$ cat src/hdl/csb_pkg.sv
// ----------------------------------------------------------------------------
// csb_pkg
// Shared types and defaults for the counting semaphore bank.
// ----------------------------------------------------------------------------
package csb_pkg;

    localparam int NUM_SEMS_DEF    = 16;
    localparam int QUEUE_DEPTH_DEF = 8;
    localparam int COUNT_BITS_DEF  = 16;

    // operation codes
    typedef enum logic [1:0] {
        FUNC_INIT   = 2'd0,
        FUNC_WAIT   = 2'd1,
        FUNC_SIGNAL = 2'd2
    } t_func;

    typedef struct packed {
        logic [1:0]  func;
        logic [3:0]  sem_index;
        logic [15:0] init_value;
        logic [7:0]  process_id;
    } t_cmd;

    typedef struct packed {
        logic [15:0] count_after;
        logic [3:0]  waiters_after;
        logic        blocked;
        logic        woken_valid;
        logic [7:0]  woken_process;
        logic        queue_overflow;
    } t_result;

endpackage

$ cat src/hdl/csb_ram.sv
// ----------------------------------------------------------------------------
// csb_ram
// Generic single-write, single-read RAM with registered read data.
// ----------------------------------------------------------------------------
module csb_ram #(
    parameter int WIDTH = 8,
    parameter int DEPTH = 128,
    parameter int ADDR_W = (DEPTH > 1) ? $clog2(DEPTH) : 1
) (
    input  logic              i_clk,
    input  logic              i_we,
    input  logic [ADDR_W-1:0] i_waddr,
    input  logic [WIDTH-1:0]  i_wdata,
    input  logic [ADDR_W-1:0] i_raddr,
    output logic [WIDTH-1:0]  o_rdata
);

    logic [WIDTH-1:0] r_mem [DEPTH];
    logic [WIDTH-1:0] r_rdata;

    always_ff @(posedge i_clk) begin
        if (i_we) begin
            r_mem[i_waddr] <= i_wdata;
        end
        r_rdata <= r_mem[i_raddr];
    end

    assign o_rdata = r_rdata;

endmodule

$ cat src/hdl/csb_core.sv
// ----------------------------------------------------------------------------
// csb_core
// Per-semaphore state, single-pass update logic and the waiter id store.
// ----------------------------------------------------------------------------
module csb_core
    import csb_pkg::*;
#(
    parameter int NUM_SEMS    = NUM_SEMS_DEF,
    parameter int QUEUE_DEPTH = QUEUE_DEPTH_DEF,
    parameter int COUNT_BITS  = COUNT_BITS_DEF
) (
    input  logic    i_clk,
    input  logic    i_rst_n,
    input  logic    i_vld,
    input  t_cmd    i_cmd,
    output t_result o_res,
    output logic [7:0] o_woken_id
);

    localparam int SEM_W  = (NUM_SEMS > 1) ? $clog2(NUM_SEMS) : 1;
    localparam int PTR_W  = (QUEUE_DEPTH > 1) ? $clog2(QUEUE_DEPTH) : 1;
    localparam int FILL_W = $clog2(QUEUE_DEPTH + 1);
    localparam int ADDR_W = SEM_W + PTR_W;
    localparam int RAM_DEPTH = 1 << ADDR_W;
    localparam logic [COUNT_BITS-1:0] CMAX = '1;

    logic [COUNT_BITS-1:0] r_count [NUM_SEMS];
    logic [PTR_W-1:0]      r_head  [NUM_SEMS];
    logic [PTR_W-1:0]      r_tail  [NUM_SEMS];
    logic [FILL_W-1:0]     r_fill  [NUM_SEMS];

    logic [31:0]           idx_ext;
    logic                  in_rng;
    logic [SEM_W-1:0]      s;
    logic [COUNT_BITS-1:0] cnt_cur, n_count;
    logic [PTR_W-1:0]      head_cur, tail_cur, n_head, n_tail;
    logic [FILL_W-1:0]     fill_cur, n_fill;
    logic                  upd, ram_we;
    logic [ADDR_W-1:0]     ram_waddr, ram_raddr;
    logic [31:0]           init_ext, cnt_ext, fill_ext;
    t_result               res;

    function automatic logic [PTR_W-1:0] wrap_next(input logic [PTR_W-1:0] p);
        logic [31:0] q;
        q = 32'(p) + 32'd1;
        return (q >= 32'(QUEUE_DEPTH)) ? '0 : q[PTR_W-1:0];
    endfunction

    always_comb begin
        idx_ext  = 32'(i_cmd.sem_index);
        in_rng   = idx_ext < 32'(NUM_SEMS);
        s        = idx_ext[SEM_W-1:0];
        cnt_cur  = r_count[s];
        head_cur = r_head[s];
        tail_cur = r_tail[s];
        fill_cur = r_fill[s];
        init_ext = 32'(i_cmd.init_value);

        n_count   = cnt_cur;
        n_head    = head_cur;
        n_tail    = tail_cur;
        n_fill    = fill_cur;
        upd       = 1'b0;
        ram_we    = 1'b0;
        ram_waddr = {s, tail_cur};
        ram_raddr = {s, head_cur};
        res       = '0;

        if (in_rng) begin
            upd = 1'b1;
            case (i_cmd.func)
                FUNC_INIT: begin
                    n_count = (init_ext > 32'(CMAX)) ? CMAX : init_ext[COUNT_BITS-1:0];
                end
                FUNC_WAIT: begin
                    if (cnt_cur != '0) begin
                        n_count = cnt_cur - COUNT_BITS'(1);
                    end else if (32'(fill_cur) >= 32'(QUEUE_DEPTH)) begin
                        res.queue_overflow = 1'b1;
                    end else begin
                        ram_we      = 1'b1;
                        n_tail      = wrap_next(tail_cur);
                        n_fill      = fill_cur + FILL_W'(1);
                        res.blocked = 1'b1;
                    end
                end
                FUNC_SIGNAL: begin
                    if (fill_cur != '0) begin
                        n_head          = wrap_next(head_cur);
                        n_fill          = fill_cur - FILL_W'(1);
                        res.woken_valid = 1'b1;
                    end else if (cnt_cur != CMAX) begin
                        n_count = cnt_cur + COUNT_BITS'(1);
                    end
                end
                default: begin
                end
            endcase
            cnt_ext           = 32'(n_count);
            fill_ext          = 32'(n_fill);
            res.count_after   = cnt_ext[15:0];
            res.waiters_after = fill_ext[3:0];
        end else begin
            cnt_ext  = '0;
            fill_ext = '0;
        end
    end

    always_ff @(posedge i_clk) begin
        if (!i_rst_n) begin
            for (int i = 0; i < NUM_SEMS; i++) begin
                r_count[i] <= '0;
                r_head[i]  <= '0;
                r_tail[i]  <= '0;
                r_fill[i]  <= '0;
            end
        end else if (i_vld && upd) begin
            r_count[s] <= n_count;
            r_head[s]  <= n_head;
            r_tail[s]  <= n_tail;
            r_fill[s]  <= n_fill;
        end
    end

    csb_ram #(
        .WIDTH (8),
        .DEPTH (RAM_DEPTH)
    ) u_ids (
        .i_clk   (i_clk),
        .i_we    (i_vld && ram_we),
        .i_waddr (ram_waddr),
        .i_wdata (i_cmd.process_id),
        .i_raddr (ram_raddr),
        .o_rdata (o_woken_id)
    );

    assign o_res = res;

`ifndef ASSERT_OFF
    a_fill_bound: assert property (@(posedge i_clk) disable iff (!i_rst_n)
        (i_vld && in_rng) |-> (32'(fill_cur) <= 32'(QUEUE_DEPTH)))
        else $error("queue fill beyond depth");

    a_enq_blocks: assert property (@(posedge i_clk) disable iff (!i_rst_n)
        (i_vld && ram_we) |-> (res.blocked && !res.queue_overflow))
        else $error("enqueue without blocked flag");

    a_wake_keeps_count: assert property (@(posedge i_clk) disable iff (!i_rst_n)
        (i_vld && res.woken_valid) |=> (r_count[$past(s)] == $past(cnt_cur)))
        else $error("count changed on wakeup");

    a_wait_takes_unit: assert property (@(posedge i_clk) disable iff (!i_rst_n)
        (i_vld && in_rng && i_cmd.func == FUNC_WAIT && cnt_cur != '0)
        |=> (r_count[$past(s)] == $past(cnt_cur) - COUNT_BITS'(1)))
        else $error("wait did not take a unit");
`endif

endmodule

$ cat src/hdl/counting_semaphore_bank.sv
// ----------------------------------------------------------------------------
// counting_semaphore_bank
// Bank of counting semaphores with a circular wait queue per semaphore.
// ----------------------------------------------------------------------------
//  channel  | ports                       | transfer when
//  ---------+-----------------------------+---------------------------
//  command  | i_start, o_busy, i_cmd      | i_start high, o_busy low
//  result   | o_done, o_result            | o_done high (one cycle)
//
//  One command per cycle while o_busy is low; its result passes the input
//  register, then the result register and the id store's read register.
//  Reset is synchronous and active low; it clears counts, queue pointers and
//  fill levels. The stored waiter ids are not cleared.
//  o_busy is high during reset and clears once reset is released; the result
//  side cannot stall, so every result shows for exactly one cycle.
// ----------------------------------------------------------------------------
module counting_semaphore_bank
    import csb_pkg::*;
#(
    parameter int NUM_SEMS    = NUM_SEMS_DEF,
    parameter int QUEUE_DEPTH = QUEUE_DEPTH_DEF,
    parameter int COUNT_BITS  = COUNT_BITS_DEF
) (
    input  logic    i_clk,
    input  logic    i_rst_n,
    input  logic    i_start,
    output logic    o_busy,
    input  t_cmd    i_cmd,
    output logic    o_done,
    output t_result o_result
);

    // input register
    t_cmd    r_cmd;
    logic    r_cmd_vld;
    // result register; woken id comes from the store's read register
    t_result r_res;
    logic    r_done;
    logic    r_busy;

    t_result core_res;
    logic [7:0] woken_id;

    always_ff @(posedge i_clk) begin
        if (!i_rst_n) begin
            r_busy    <= 1'b1;
            r_cmd_vld <= 1'b0;
            r_done    <= 1'b0;
        end else begin
            r_busy    <= 1'b0;
            r_cmd_vld <= i_start && !r_busy;
            r_done    <= r_cmd_vld;
        end
    end

    always_ff @(posedge i_clk) begin
        if (i_start && !r_busy) begin
            r_cmd <= i_cmd;
        end
        if (r_cmd_vld) begin
            r_res <= core_res;
        end
    end

    csb_core #(
        .NUM_SEMS    (NUM_SEMS),
        .QUEUE_DEPTH (QUEUE_DEPTH),
        .COUNT_BITS  (COUNT_BITS)
    ) u_core (
        .i_clk      (i_clk),
        .i_rst_n    (i_rst_n),
        .i_vld      (r_cmd_vld),
        .i_cmd      (r_cmd),
        .o_res      (core_res),
        .o_woken_id (woken_id)
    );

    always_comb begin
        o_result               = r_res;
        o_result.woken_process = r_res.woken_valid ? woken_id : 8'd0;
    end

    assign o_busy = r_busy;
    assign o_done = r_done;

endmodule

$ cat config.mk
export PLATFORM = sky130hd
export DESIGN_NAME = counting_semaphore_bank
export DESIGN_NICKNAME = d
export VERILOG_FILES = /design/src/hdl/csb_pkg.sv /design/src/hdl/csb_ram.sv /design/src/hdl/csb_core.sv /design/src/hdl/counting_semaphore_bank.sv
export SDC_FILE = /design/constraint.sdc
export NUM_CORES = 2
export LEC_CHECK = 0
export BUFFER_PORTS_ARGS = -buffer_cell sky130_fd_sc_hd__buf_2
export CELL_PAD_IN_SITES_DETAIL_PLACEMENT = 1
export CELL_PAD_IN_SITES_GLOBAL_PLACEMENT = 1
export CORE_MARGIN = 2
export CORE_UTILIZATION = 55
export CTS_BUF_LIST = sky130_fd_sc_hd__clkbuf_8
export DETAILED_ROUTE_END_ITERATION = 6
export PLACE_DENSITY_LB_ADDON = 0.1
export SKIP_CTS_REPAIR_TIMING = 1
export SLEW_MARGIN = 20
export SYNTH_ARGS = -nofsm -noshare
export SYNTH_HDL_FRONTEND = slang
export SYNTH_SLANG_ARGS = --single-unit
$ cat constraint.sdc
create_clock -name i_clk -period 6.8 [get_ports i_clk]
set_input_delay 1.36 -clock i_clk [delete_from_list [all_inputs] [get_ports i_clk]]
set_output_delay 1.36 -clock i_clk [all_outputs]
set_load 0.005 [all_outputs]
==> impl_results.md <==
- Status: complete, no violations
- Max clock buf depth: 3
- R2R Setup Slk: 0.76 ns
- Number of buffers created by CTS: 239
- Seq cells post-synth: about 1,500
- Syn_nets: 4,423
- Most frequent cells after synthesis: 1,493 x edfxtp_1, 653 x nand2_1, 643 x nor2_1
- Worst slew margin: 0.133
- Hold Fails Final Rpt: 0
- Clock root buffer: clkbuf_8
- Filler instances: ~11,000
- Synth top area share: 0.714
- Post-synth cell types: approximately 110
- Area of the core: 0.113 sq mm
- Synthesized area: 0.0628 sq mm
- Min cycle time layout: 6.04 ns
- Fin crit share: 0.888
- Via-per-instance ratio: 6.57
- Syn-to-layout area delta: 10.0%
- Mapped Avg Cell Area: between 10 and 15 sq um
- Clk_lat worst skew: 0.97 ns
- Hold Path Sink: r_cmd[18]
- Max_cap viols: 0
- Ys async rst share: 0
- Reg2reg path depth: 12
- CP startpoint kind: flop
- VDD IR max: 0.228 mV
- Crit Path Class: reg -> reg
- Top post-synthesis cells by area: edfxtp_1 71%, nand2_1 3.9%, nor2_1 3.8%
- Worst-path fanout max: roughly 130
- Dpl hpwl: 119,000 microns
- RSZ-0062 raised after global routing: no
- Full die area: between 0.1 and 0.15 sq mm
- Number of flops mapped to enable cells by yosys: approximately 1,500
- Row count: 123
- Total gr overflow: 0
- Crit-path cells: buf_4 > mux4_2 > mux2i_1 > mux2_8 > inv_16 > buf_4 > mux2i_1 > o22ai_1 > nor4_1 > nand2_1 > o211ai_1 > o31ai_1
- Bufs and invs on worst path: 3
- Wire length per cell: 32.3 microns
- First-pass GRT wire length: between 200,000 and 300,000 microns
- Hold WC Path Type: in -> reg
- Cell taking the most area after synthesis: edfxtp_1
- Initial Util: 0.556
- CP Capture Type: flop
- Highest-delay cell along the critical path: nor4_1
- Reg2reg end: u_core.u_ids.o_rdata[3]
- DR pass1 iterations: 6
- Die W: 342 microns
- Final ANT Viol Nets: 0
- DRC Markers: 0
- Largest stage delay, worst path: 1.00 ns
- Via count: 40,900
- Setup TNS: 0 ns
- Final setup viols: 0
- Cell family with most CP delay: multiplexers
- Vias in the first global route: ~42,000
- CP Data Required Time: 7.58 ns
- Most frequent cell after synthesis: edfxtp_1
- Arr. time, crit path: 6.82 ns
- Ports: between 60 and 70
- 1st-iter DRT viols: 5,365
- Post-synthesis sequential area ratio: 0.719
- Max H-tree Level: 4
- Overall Global Routing Usage: 0.345
- CTS tree: done
- Leak pwr: about 24 nW
- Pin count of the biggest net entering global routing: 130
- Worst Skew: about 0.051 ns
- Synth Instances: 4,379
- Total wire length: approximately 200,000 microns
- CTS Sinks: roughly 1,500
- Pwr Density: 288 mW/mm^2
- Placed cells: 5,770
- Fmax: 166 MHz
- Pins Over Slew Limit: 0
- CTS clk-pin slew, worst paths: approximately 0.070 ns
- Port Buffers: 65
- Final Instance Count excl. Fillers: 6,215
- Most used DFF post-synth: edfxtp_1
- Die Y: approximately 340 microns
- Yosys warns: 0
- RePlAce Congestion: 0.894
- Crit. path cell count: 12
- Layout cells sized above 1: 0.149
- Nets@finish: 4,556
- Hold-critical path depth: 1
- Initial antenna violation count: 11
- Tightest Pin Transition: 1.29 ns
- Hold path start: i_cmd[18]
-- metrics by stage --
| stage | hold slack (ns) | area, sq um | power (W) | setup WS [ns] | utilization |
|---|---|---|---|---|---|
| 2_1_floorplan | 0.629 | 62800 | 0.0119 | 2.08 | - |
| 3_3_place_gp | 0.717 | 64600 | 0.0127 | 1.10 | 0.572 |
| 3_5_place_dp | 0.735 | 64600 | 0.0127 | 1.06 | 0.572 |
| 4_1_cts | 0.516 | 69000 | 0.0199 | 1.02 | 0.612 |
| 5_1_grt | 0.550 | 69000 | 0.0204 | 0.727 | 0.612 |
| 6_report | 0.586 | 69000 | 0.0199 | 0.758 | 0.612 |
-- where the power goes --
| group | internal (W) | total, W | switching [W] | leakage [nW] |
|---|---|---|---|---|
| Sequential | 0.0103 | 0.0104 | 0.0000786 | 14.1 |
| Clock | 0.00359 | 0.00725 | 0.00366 | 2.66 |
| Combinational | 0.000616 | 0.00222 | 0.00161 | 6.85 |
-- sequential cells by signal (all words and copies together), names as in the netlist, named ones only --
name	count
o_busy	1
o_done	1
o_result	23
r_cmd	30
r_cmd_vld	1
u_core.r_count	256
u_core.r_fill	64
u_core.r_head	48
u_core.r_tail	48
u_core.u_ids.o_rdata	8
u_core.u_ids.r_mem	1024
-- worst max path at each step --
stage / start / to
detailed placement: flop / u_core.u_ids.o_rdata[1]
CTS: flop / u_core.u_ids.o_rdata[1]
finish: flop / u_core.u_ids.o_rdata[3]
global route: flop / u_core.u_ids.o_rdata[1]
floorplan: flop / u_core.r_count[7][5]
global placement: flop / u_core.u_ids.o_rdata[1]
-- area by class of cell --
type / instances / area (sq um) / area share
Sequential cell: 1508 / 45100 / 0.654
Multi-Input combinational cell: 2538 / 16100 / 0.233
Clock buffer: 250 / 3440 / 0.0498
Tap cell: 1500 / 1880 / 0.0272
Timing Repair Buffer: 185 / 1340 / 0.0194
Clock inverter: 191 / 977 / 0.0142
Inverter: 40 / 173 / 0.00250
Antenna cell: 3 / 7.51 / 0.000109
-- logic make-up after synthesis --
kind of cell             synth area share
XOR/XNOR                         0.000279
flip-flops                          0.719
AO/OA/AOI/OAI                      0.0601
multiplexers                       0.0733
AND/OR/NAND/NOR                     0.118
buffers and inverters              0.0274
adder cells (fa/ha/maj)           0.00219
-- cells in the final DEF, fill, tap and decap left out, types with 26 or more instances in the layout --
cell / instances
nor4_1: 32
mux4_2: 76
o21ai_0: 60
buf_4: 111
nand2_1: 648
nand4_1: 43
a21oi_1: 104
edfxtp_1: 1493
clkbuf_8: 250
nor2_1: 643
buf_2: 65
clkinv_1: 44
mux2i_1: 194
nand3_1: 158
inv_1: 127
clkinv_2: 28
a32oi_1: 54
mux4_1: 30
o22ai_1: 46
a31oi_1: 61
nor3_1: 26
-- per-layer routing --
layer | routed length, microns | GRT usage
met5 | 55 | 0
met3 | 21800 | 0.0725
met2 | 89600 | 0.512
met4 | 5990 | 0.108
met1 | 83300 | 0.514
(Power assumes the default switching activity.)
